### src/rtl/qmr_pkg.sv
// shared constants and term sign table for the quaternion multiply/rotate unit
// no dependencies; imported by qmr_sum and the top level
package qmr_pkg;

  // default component format, signed Q2.14
  localparam int unsigned COMPONENT_WIDTH_DEF = 16;
  localparam int unsigned FRACTION_BITS_DEF   = 14;

  // extra integer bits kept by the rotate intermediate A*(0,v)
  localparam int unsigned ROT_GUARD = 4;

  // action codes
  localparam logic ACT_MUL = 1'b0;
  localparam logic ACT_ROT = 1'b1;

  // hamilton product: component k sums p[i]*q[i^k]; bit i set means subtract
  localparam logic [3:0] HAM_NEG [4] = '{4'b1110, 4'b1000, 4'b0010, 4'b0100};

  // sign of one term; conj flips every term whose q index is a vector part
  function automatic logic term_neg(input logic [1:0] k, input logic [1:0] i,
                                    input logic conj);
    logic vec;
    vec = ((i ^ k) != 2'd0);
    return HAM_NEG[k][i] ^ (conj & vec);
  endfunction

endpackage

### src/rtl/qmr_sum.sv
// sum stage: signed sum of four products per component plus the rounding half
// uses qmr_pkg for the term sign table
module qmr_sum #(
  parameter int unsigned PW   = 32,
  parameter int unsigned FB   = 14,
  parameter bit          CONJ = 1'b0
) (
  input  logic                  clk_i,
  input  logic                  en_i,
  input  logic signed [PW-1:0]  prod_i [4][4],
  output logic signed [PW+2:0]  sum_o  [4]
);

  import qmr_pkg::*;

  localparam int unsigned SW = PW + 3;
  localparam logic signed [SW-1:0] ROUND = SW'(1) << (FB - 1);

  logic signed [SW-1:0] sum_d [4];
  logic signed [SW-1:0] sum_q [4];

  // add or subtract each term per the hamilton signs
  always_comb begin
    for (int k = 0; k < 4; k++) begin
      sum_d[k] = ROUND;
      for (int i = 0; i < 4; i++) begin
        if (term_neg(2'(k), 2'(i), CONJ)) begin
          sum_d[k] = sum_d[k] - SW'(prod_i[k][i]);
        end else begin
          sum_d[k] = sum_d[k] + SW'(prod_i[k][i]);
        end
      end
    end
  end

  always_ff @(posedge clk_i) begin
    if (en_i) begin
      sum_q <= sum_d;
    end
  end

  assign sum_o = sum_q;

endmodule

### config.mk
export PLATFORM = sky130hd
export DESIGN_NAME = qmr_sum
export DESIGN_NICKNAME = d
export VERILOG_FILES = /design/src/rtl/qmr_pkg.sv /design/src/rtl/qmr_sum.sv
export SDC_FILE = /design/constraint.sdc
export NUM_CORES = 1
export LEC_CHECK = 0
export BUFFER_PORTS_ARGS = -buffer_cell sky130_fd_sc_hd__buf_2
export CAP_MARGIN = 20
export CORE_AREA = 5 5 250 252
export CTS_CLUSTER_SIZE = 14
export DETAILED_ROUTE_END_ITERATION = 10
export DIE_AREA = 0 0 255 257
export SETUP_SLACK_MARGIN = 0.05
export SLEW_MARGIN = 25
export SYNTH_ARGS = -nofsm -noshare
export SYNTH_HDL_FRONTEND = slang
export SYNTH_SLANG_ARGS = --single-unit
### constraint.sdc
create_clock -name clk_i -period 4.3 [get_ports clk_i]
set_input_delay 0 -clock clk_i [delete_from_list [all_inputs] [get_ports clk_i]]
set_output_delay 0 -clock clk_i [all_outputs]
set_load 0.005 [all_outputs]
# Yosys cells after proc, flatten, opt, wreduce, memory -nomap -nowiden
# Index checks and enable logic that the tools add are counted.
# totals
ff_bits	140
input_bits	514
output_inout_bits	140
wordCells	20
# classes
add_sub_neg	16
# ops
cell	n
$add 15x32->33 const A	4
$add 34x32->35	2
$add 35x32->35	2
$sub 34x32->35	2
$sub 35x32->35	2
$add 33x32->34	2
$sub 33x32->34	2

# Logic depth before layout (Yosys ltp)
# logic_depth
ltp_word	4
mapped_depth	18
depth_no_buf	18

# Worst setup path before layout
# Ideal clock, no wire load.
# synth_timing
path_type	input to register
start	input port prod_i[417] (netlist name)
end	register sum_q, in the netlist sum_o[126] (data pin)
arrival_time_ps	3533
required_ps	4038
slack_ps	505
stages	18
n_path_buf	0
path_cell_list	ha_1 > inv_1 > fa_1 > inv_1 > fa_1 > inv_1 > ha_1 > fa_1 > a21o_1 > a21oi_1 > nor2b_1 > o211ai_1 > nand3_1 > a21o_1 > a21o_1 > a21boi_1 > o21ai_1 > xor2_1
# synth_rtl
item	line	rtl
start, declared	qmr_sum.sv:10	input logic signed [PW-1:0] prod_i [4][4],
end signal, assigned	qmr_sum.sv:38	sum_q <= sum_d;
end, declared	qmr_sum.sv:20	logic signed [SW-1:0] sum_q [4];

==> impl_metrics.tcl <==
set metrics [dict create \
    crit_required_ps 4530 \
    antenna_found_initial 6 \
    yosys_warnings 0 \
    dp.final_hpwl_um 49400 \
    hold_buffers 8 \
    timing.final.ws_setup_ps 460 \
    async_flop_share 0 \
    grt_pass1_vias 16200 \
    synth_top_cell_by_area "fa_1" \
    dr.pass1.iters 5 \
    final_nets 3437 \
    track_usage 0.166 \
    clock.fmax_ghz 0.260 \
    route.detailed.drc 0 \
    cts-root-buf "clkbuf_16" \
    cellPowerDensity_nw_per_um2 542 \
    dpl-instance-area_um2 22900 \
    cts_tree "built" \
    grt_setup_unrepaired "false" \
    crit_fanout 4 \
    largest_reg_flops 140 \
    cts_buffers 17 \
    startpoint_type "input pin" \
    syn_nets 2763 \
    wl_um 55600 \
    start_util 0.311 \
    crit_path_end_kind "flop" \
    htreeDepth 4 \
    placed_cells 3146 \
    overflow 0 \
    cts_resized 0 \
    ctsLongestPathBuffers 2 \
    nFillCells 5969 \
    cts.sinks 140 \
    route.top_layer_used "met5" \
    syn_inst 1717 \
    wl_per_cell_um 17.4 \
    drt_iter0_drc 553 \
    criticalPathCategory "in -> reg" \
    fin_tns_setup_ps 0 \
    hold_depth 4 \
    finalPower_w 0.0128 \
    clk_pin_slew_worst_paths_ps 70 \
    port-buffer-count 653 \
    vias 15100 \
    postCtsSetupRepairBufs 0 \
    gp_congestion 0.902 \
    crit_arrival_ps 4070 \
    slew-limit-headroom 0.576 \
    synthTopCellsByArea "fa_1, edfxtp_1, ha_1, inv_1, a21oi_1" \
    grt_start_max_net_pins 87 \
    final_cell_mix "buf_2, inv_1, ha_1" \
    status "finished, final reports clean" \
    ys_seq_elements 140 \
    synth_top_cell_area_share 0.275 \
    drt-met1-wl_um 21900 \
    grt_pass1_wl_um 85600 \
    timing.final.crit_share 0.893 \
    wl_met3_um 4430 \
    drv_slew 0 \
    post-place-ws_ps -1.62 \
    vdd_drop_max_mv 0.316 \
    die_w_um 255 \
    setup_viol 0 \
    final_common_cell "buf_2" \
    pin_count 654 \
    seq_area_frac_synth 0.225 \
    routed_via_density 4.74 \
    worst_pin_slew_ps 636 \
    dieArea_um2 65500 \
    stdcell_area_um2 23600 \
    hold_viol 0 \
    dr_wl_met2_um 28000 \
    core_um2 59900 \
    drive_above_1_share 0.292 \
    fp-row-count 90 \
    hold_class "in -> reg" \
    final_cells 3188 \
    area_growth_pct 26.5 \
    synth_enable_flop_cells 140 \
    synth_flop_cell "edfxtp_1" \
    syn_area_um2 18700 \
    maxCapViolCount 0 \
    antenna_left 0 \
    period_needed_ps 3840 \
    syn_avg_cell_area_um2 10.9 \
    die_y_um 257 \
    ys_types 58 \
    power_leakage_nw 12.1 \
]
==> Yosys cell counts (all sizes together), types with 6 or more instances <==
library cell and n:
ha 276, nor2b 30, nand2 61, o21a 21
and4 6, xor2 44, xnor2 71, edfxtp 140
a21o 80, o21bai 9, fa 256, nand4 6
a31oi 23, and2 8, nand3 22, a211oi 10
and3 22, o21ai 67, nor2 52, clkbuf 11
nor3 15, a21oi 126, nand2b 17, inv 286
==> metal layers <==
metal	global-route usage	up-vias
li1	-	7250
met1	0.198	7315
met2	0.290	491
met3	0.0480	64
met4	0.0479	2
met5	0	-
==> final timing paths <==
check | startpoint | to
max | prod_i[1] | sum_o[31]
min | prod_i[320] | sum_o[71]
==> cell type report <==
class	instances	area, um2	area share
diodes	2	5.00	0.000212
clock buffers	17	425	0.0180
clock inverters	15	164	0.00695
inverters	286	1070	0.0455
multi-input cells	1278	13300	0.565
flip-flops and latches	140	4200	0.178
well taps	782	978	0.0415
repair buffers	668	3420	0.145
==> metrics by stage <==
stage,hold slack (ps),utilization
floorplan,112,-
global placement,306,0.383
detailed placement,311,0.383
CTS,33.0,0.394
global route,63.1,0.394
finish,86.8,0.394
==> critical path: stages <==
cell and delay [ps]:
buf_2 110, fa_1 560, fa_1 430, ha_1 300, ha_1 200, inv_1 90
fa_1 460, nor2b_1 160, o31ai_1 120, a21oi_1 340, o2111ai_1 190, and4b_1 250
o21ai_1 200, a21o_1 180, nor2b_1 220, a31oi_1 130, xnor2_1 140
==> where the power goes <==
group	internal [W]	switching, W	leakage [nW]
logic	0.00372	0.00468	10.4
registers	0.00264	0.000214	1.37
clock network	0.000863	0.000694	0.288
total	0.00722	0.00558	12.1
==> kinds of logic after synthesis <==
family / count (synthesis) / synth area share
adder cells (fa/ha/maj): 532 / 0.460
AO/OA/AOI/OAI: 382 / 0.133
buffers and inverters: 299 / 0.0603
AND/OR/NAND/NOR: 249 / 0.0673
flip-flops: 140 / 0.225
XOR/XNOR: 115 / 0.0540
Note: power is estimated with default switching activity, not from simulation.
