### src/rtl/qmr_sat.sv
// saturate stage: drop the fraction bits, then clip to the wide or narrow range
// no package use; narrow_i picks the narrow range per item
module qmr_sat #(
  parameter int unsigned SW = 35,
  parameter int unsigned FB = 14,
  parameter int unsigned OW = 20,
  parameter int unsigned NW = 16
) (
  input  logic                  clk_i,
  input  logic                  en_i,
  input  logic                  narrow_i,
  input  logic signed [SW-1:0]  sum_i  [4],
  output logic signed [OW-1:0]  res_o  [4],
  output logic [3:0]            clip_o
);

  localparam int unsigned CW = ((SW > OW) ? SW : OW) + 1;

  localparam logic signed [CW-1:0] WIDE_MAX = {{(CW-OW+1){1'b0}}, {(OW-1){1'b1}}};
  localparam logic signed [CW-1:0] WIDE_MIN = {{(CW-OW+1){1'b1}}, {(OW-1){1'b0}}};
  localparam logic signed [CW-1:0] NARR_MAX = {{(CW-NW+1){1'b0}}, {(NW-1){1'b1}}};
  localparam logic signed [CW-1:0] NARR_MIN = {{(CW-NW+1){1'b1}}, {(NW-1){1'b0}}};

  logic signed [SW-1:0] shr   [4];
  logic signed [CW-1:0] ext   [4];
  logic signed [CW-1:0] hi_lim;
  logic signed [CW-1:0] lo_lim;
  logic signed [OW-1:0] res_d [4];
  logic signed [OW-1:0] res_q [4];
  logic [3:0]           clip_d;
  logic [3:0]           clip_q;

  // arithmetic shift, then clip against the selected limits
  always_comb begin
    hi_lim = narrow_i ? NARR_MAX : WIDE_MAX;
    lo_lim = narrow_i ? NARR_MIN : WIDE_MIN;
    for (int k = 0; k < 4; k++) begin
      shr[k] = sum_i[k] >>> FB;
      ext[k] = {{(CW-SW){shr[k][SW-1]}}, shr[k]};
      if (ext[k] > hi_lim) begin
        res_d[k]  = hi_lim[OW-1:0];
        clip_d[k] = 1'b1;
      end else if (ext[k] < lo_lim) begin
        res_d[k]  = lo_lim[OW-1:0];
        clip_d[k] = 1'b1;
      end else begin
        res_d[k]  = ext[k][OW-1:0];
        clip_d[k] = 1'b0;
      end
    end
  end

  always_ff @(posedge clk_i) begin
    if (en_i) begin
      res_q  <= res_d;
      clip_q <= clip_d;
    end
  end

  assign res_o  = res_q;
  assign clip_o = clip_q;

endmodule

### config.mk
export PLATFORM = sky130hd
export DESIGN_NAME = qmr_sat
export DESIGN_NICKNAME = d
export VERILOG_FILES = /design/src/rtl/qmr_sat.sv
export SDC_FILE = /design/constraint.sdc
export NUM_CORES = 1
export LEC_CHECK = 0
export ABC_AREA = 1
export BUFFER_PORTS_ARGS = -buffer_cell sky130_fd_sc_hd__buf_2
export CAP_MARGIN = 20
export CORE_AREA = 4 4 101 103
export DETAILED_ROUTE_END_ITERATION = 7
export DIE_AREA = 0 0 105 107
export MAX_ROUTING_LAYER = met4
export PLACE_DENSITY = 0.92
export SYNTH_ARGS = -nofsm -noshare
export SYNTH_HDL_FRONTEND = slang
export SYNTH_SLANG_ARGS = --single-unit
### constraint.sdc
create_clock -name clk_i -period 5.1 [get_ports clk_i]
set_input_delay 0.255 -clock clk_i [delete_from_list [all_inputs] [get_ports clk_i]]
set_output_delay 0.255 -clock clk_i [all_outputs]
set_load 0.01 [all_outputs]
* After elaboration in Yosys (flattened, before gate mapping)
Index checks and enable logic that the tools add are counted.
** Word-level totals
- Memory bits (read-only) :: 0
- Bits in latches :: 0
- Memories kept :: 0
- Bits of input ports :: 143
- Memory bits (writable) :: 0
- Logic and storage cells :: 30
- Register bits after elaboration :: 84
** Operators by class
- Equal/unequal tests :: 0
- Order comparisons :: 8
- Muxes and demuxes :: 14
- Bitwise logic cells :: 0
- Multipliers :: 0
- Add/subtract/negate cells :: 0
- Div/mod/pow operators :: 0
- Reductions and logical operators :: 0
- Shifts and indexed selects :: 0
** Operators by type and width (count)
- two-way mux 20 bit :: 8
- greater-than comparator 21 x 20 -> 1 bit :: 4
- < comparator 21 x 20 -> 1 bit :: 4
- two-way mux 19 bit :: 2
- two-way mux 1 bit :: 4

* Depth between registers and ports, before layout
- Depth after elaboration :: 4
- Depth in mapped cells :: 12
- Depth with buffers taken out :: 11

* Worst setup path before layout
Ideal clock, no wire load.
- Path type :: input to register
- Start point :: in narrow_i
- End point :: reg res_q, in the netlist res_o[55], data pin
- Library setup time :: 256 ps
- Data required time :: 4844 ps
- Buffers on the path :: 1
- Stages :: 11
- Arrival time :: 1557 ps
- Slack :: 3287 ps
- Path through :: inv_1 ha_1 inv_1 nand2_1 nor2_1 nand2_1 a21oi_1 nand2_1 buf_6 nand2_1 nand2_1
** RTL lines
- start: declaration :: RTL line 11 : input logic narrow_i,
- end signal: assignment :: RTL line 55 : res_q <= res_d;
- end: declaration :: RTL line 29 : logic signed [OW-1:0] res_q [4];

==> metrics.md <==
| Metric | Value |
|---|---|
| Status | finished, final reports clean |
| Fmax | 363 MHz |
| Required time of the critical path | 5.18 ns |
| Crit start category | primary input |
| CP max FO | 25 |
| Clock Sink Count | 84 |
| WS Path Type | primary input to register |
| CTS tree | built |
| Async SR Flop Fraction | 0% |
| Grt ovf | 0 |
| Mapped Nets | 688 |
| Core area | 0.00920 mm2 |
| Synth Area per Inst | 8.88 um2 |
| Full die area | 0.0112 mm2 |
| GRT Total Usage | 19.6% |
| WHS | 0.203 ns |
| Area growth syn-to-layout | 22.2% |
| Unrepaired setup endpoints after global routing | no |
| Starting Density | 49.5% |
| Final RePlAce weighted congestion | 0.926 |
| Fin Setup TNS | 0 ns |
| Top FF cell, synth | edfxtp_1 |
| Drt wl/cell | 13.9 um |
| I/O pin total | 227 |
| MaxCap Viol Count | 0 |
| Drt via density | 4.96 |
| VDD IR-drop max | 0.000136 V |
| Final setup violation count | 0 |
| Placed insts | 774 |
| Final Non-Filler Cells | 789 |
| Site Rows | 35 |
| Min setup slack post-route | 2.35 ns |
| Mapped Area | 0.00455 mm2 |
| Total CTS buffers | 9 |
| Die height | 107 um |
| Post-DP HPWL | 8340 um |
| Antenna violations before repair | 0 |
| First-pass GRT wire length | 17,200 um |
| Share of layout cells above drive strength 1 | 27.1% |
| # DRC | 0 |
| Worst setup slack after placement | 1.97 ns |
| Pwr dens | 285 mW/mm2 |
| Via count | 3,915 |
| Top cells by area, synth | edfxtp_1 55%, nand2_1 20%, ha_1 8.8%, inv_1 4.0%, nor2_1 3.3% |
| Synth Instances | 513 |
| Library cells used by synthesis | 13 |
| Max Transition Viols Final | 0 |
| Post-synth top area share | 55.4% |
| Register area share after synthesis | 55.4% |
| Post CTS Setup Buffer Count | 0 |
| Hold bufs inserted after CTS | 0 |
| Most frequent cells after synthesis | 248 x nand2_1, 84 x edfxtp_1, 49 x inv_1, 40 x nor2_1, 32 x ha_1 |
| # nets final | 849 |
| Post-synth EDFFs | 84 |
| Initial drt markers | 195 |
| Antenna fix cells | 0 |
| Clock slew at reported path FFs | 0.08 ns |
| Critical hold path startpoint | sum_i[34] |
| Final WL | 11,000 um |
| Flops & latches, synth | 84 |
| CP Capture Type | register |
| Worst Setup SP | narrow_i |
| Hold Crit Depth | 1 |
| Vias in the first global route | 3,836 |
| Leakage | 2.86 nW |
| Final period utilization | 54.0% |
| Worst Hold Class | primary input to register |
| First-pass iteration count of the detailed router | 5 |
| Final min period | 2.75 ns |
| Largest area contributor in the netlist | edfxtp_1 |
| Synth warn | 0 |
| CTS resizes | 0 |
| Clock Path Buffers | 2 |
| Crit path to | res_o[56]$_DFFE_PP_ |
| Cell with the most instances after synthesis | nand2_1 |
| Die span in x | 105 um |
| Least-Margin Pin Slew | 1.06 ns |
| Worst slew margin relative to its limit | 29.0% |
| Critical Path AT | 2.84 ns |
| H-tree depth reported by CTS | 3 |
| Final Hold Viols | 0 |
| IO buf count | 170 |
| Largest net degree at the start of global routing | 85 |
| Routed Antenna Nets | 0 |
| Final core occ | 60.5% |
| CTS Root Cell | clkbuf_8 |
## routing by layer
| layer | vias up | global-route usage [%] | wire [um] |
|---|---|---|---|
| li1 | 1956 | - | - |
| met4 | 0 | 6.75 | 138 |
| met5 | - | - | 0 |
| met3 | 12 | 4.15 | 586 |
| met1 | 1832 | 21.3 | 4380 |
| met2 | 115 | 35.5 | 5900 |
## final cells by class
| class | count | area (um2) |
|---|---|---|
| clock inverter | 5 | 30.0 |
| inverter | 49 | 184 |
| clock buffer | 10 | 128 |
| sequential | 84 | 2520 |
| fill | 793 | 3630 |
| tap | 111 | 139 |
| timing repair buffer | 170 | 853 |
| multi-input combinational | 360 | 1710 |
## per-stage QoR
step	total power (W)	instance area [um2]
6_report	0.00158	5560
3_3_place_gp	0.00118	5410
4_1_cts	0.00160	5560
2_1_floorplan	0.00105	4550
3_5_place_dp	0.00120	5410
5_1_grt	0.00167	5560
## critical path, cell delays in order
cell,delay [ns]
buf_2,0.44
inv_1,0.47
ha_1,0.49
nand2_1,0.10
nor2_1,0.05
nand2_1,0.08
nand3_1,0.51
nand2_1,0.22
nand2_1,0.08
nand2_1,0.07
nand2_1,0.06
## flip-flops by register name, summed over array words and instances, names as in the netlist
name and count:
clip_o 4, res_o 80
## cells in the final DEF, fill, tap and decap left out
cell type	Yosys	routed
nand2_1	248	248
buf_2	4	169
o21bai_1	4	4
clkbuf_1	4	1
edfxtp_1	84	84
clkinvlp_4	0	2
buf_4	8	1
clkinv_2	0	3
inv_1	49	49
ha_1	32	32
a21oi_1	4	4
nor2_1	40	40
clkbuf_8	0	9
nand4_1	12	12
nand3_1	20	20
## kinds of logic (layout without fill, tap and decap cells)
| kind of cell | Yosys count | after routing | synth area share, % |
|---|---|---|---|
| DFF | 84 | 84 | 55.4 |
| and+or+nand+nor | 320 | 320 | 27.6 |
| adders and majority gates | 32 | 32 | 8.79 |
| buffers and inverters | 69 | 234 | 7.12 |
| AOI/OAI and AO/OA | 8 | 8 | 1.10 |
## worst min-delay path by stage
stage | slack [ns] | endpoint
final | 0.20 | res_o[19]$_SDFFCE_PN0P_
after global placement | 0.53 | res_o[59]$_SDFFCE_PN0P_
after floorplan | 0.37 | clip_o[0]$_SDFFCE_PN1P_
after CTS | 0.18 | res_o[59]$_SDFFCE_PN0P_
after global routing | 0.18 | res_o[59]$_SDFFCE_PN0P_
after detailed placement | 0.54 | res_o[59]$_SDFFCE_PN0P_
## power by group
group | switching, W | total, W | internal [W]
registers | 0.0000161 | 0.000859 | 0.000843
logic | 0.000200 | 0.000318 | 0.000118
clock network | 0.000236 | 0.000408 | 0.000172
total | 0.000452 | 0.00158 | 0.00113
(Power assumes the default switching activity.)
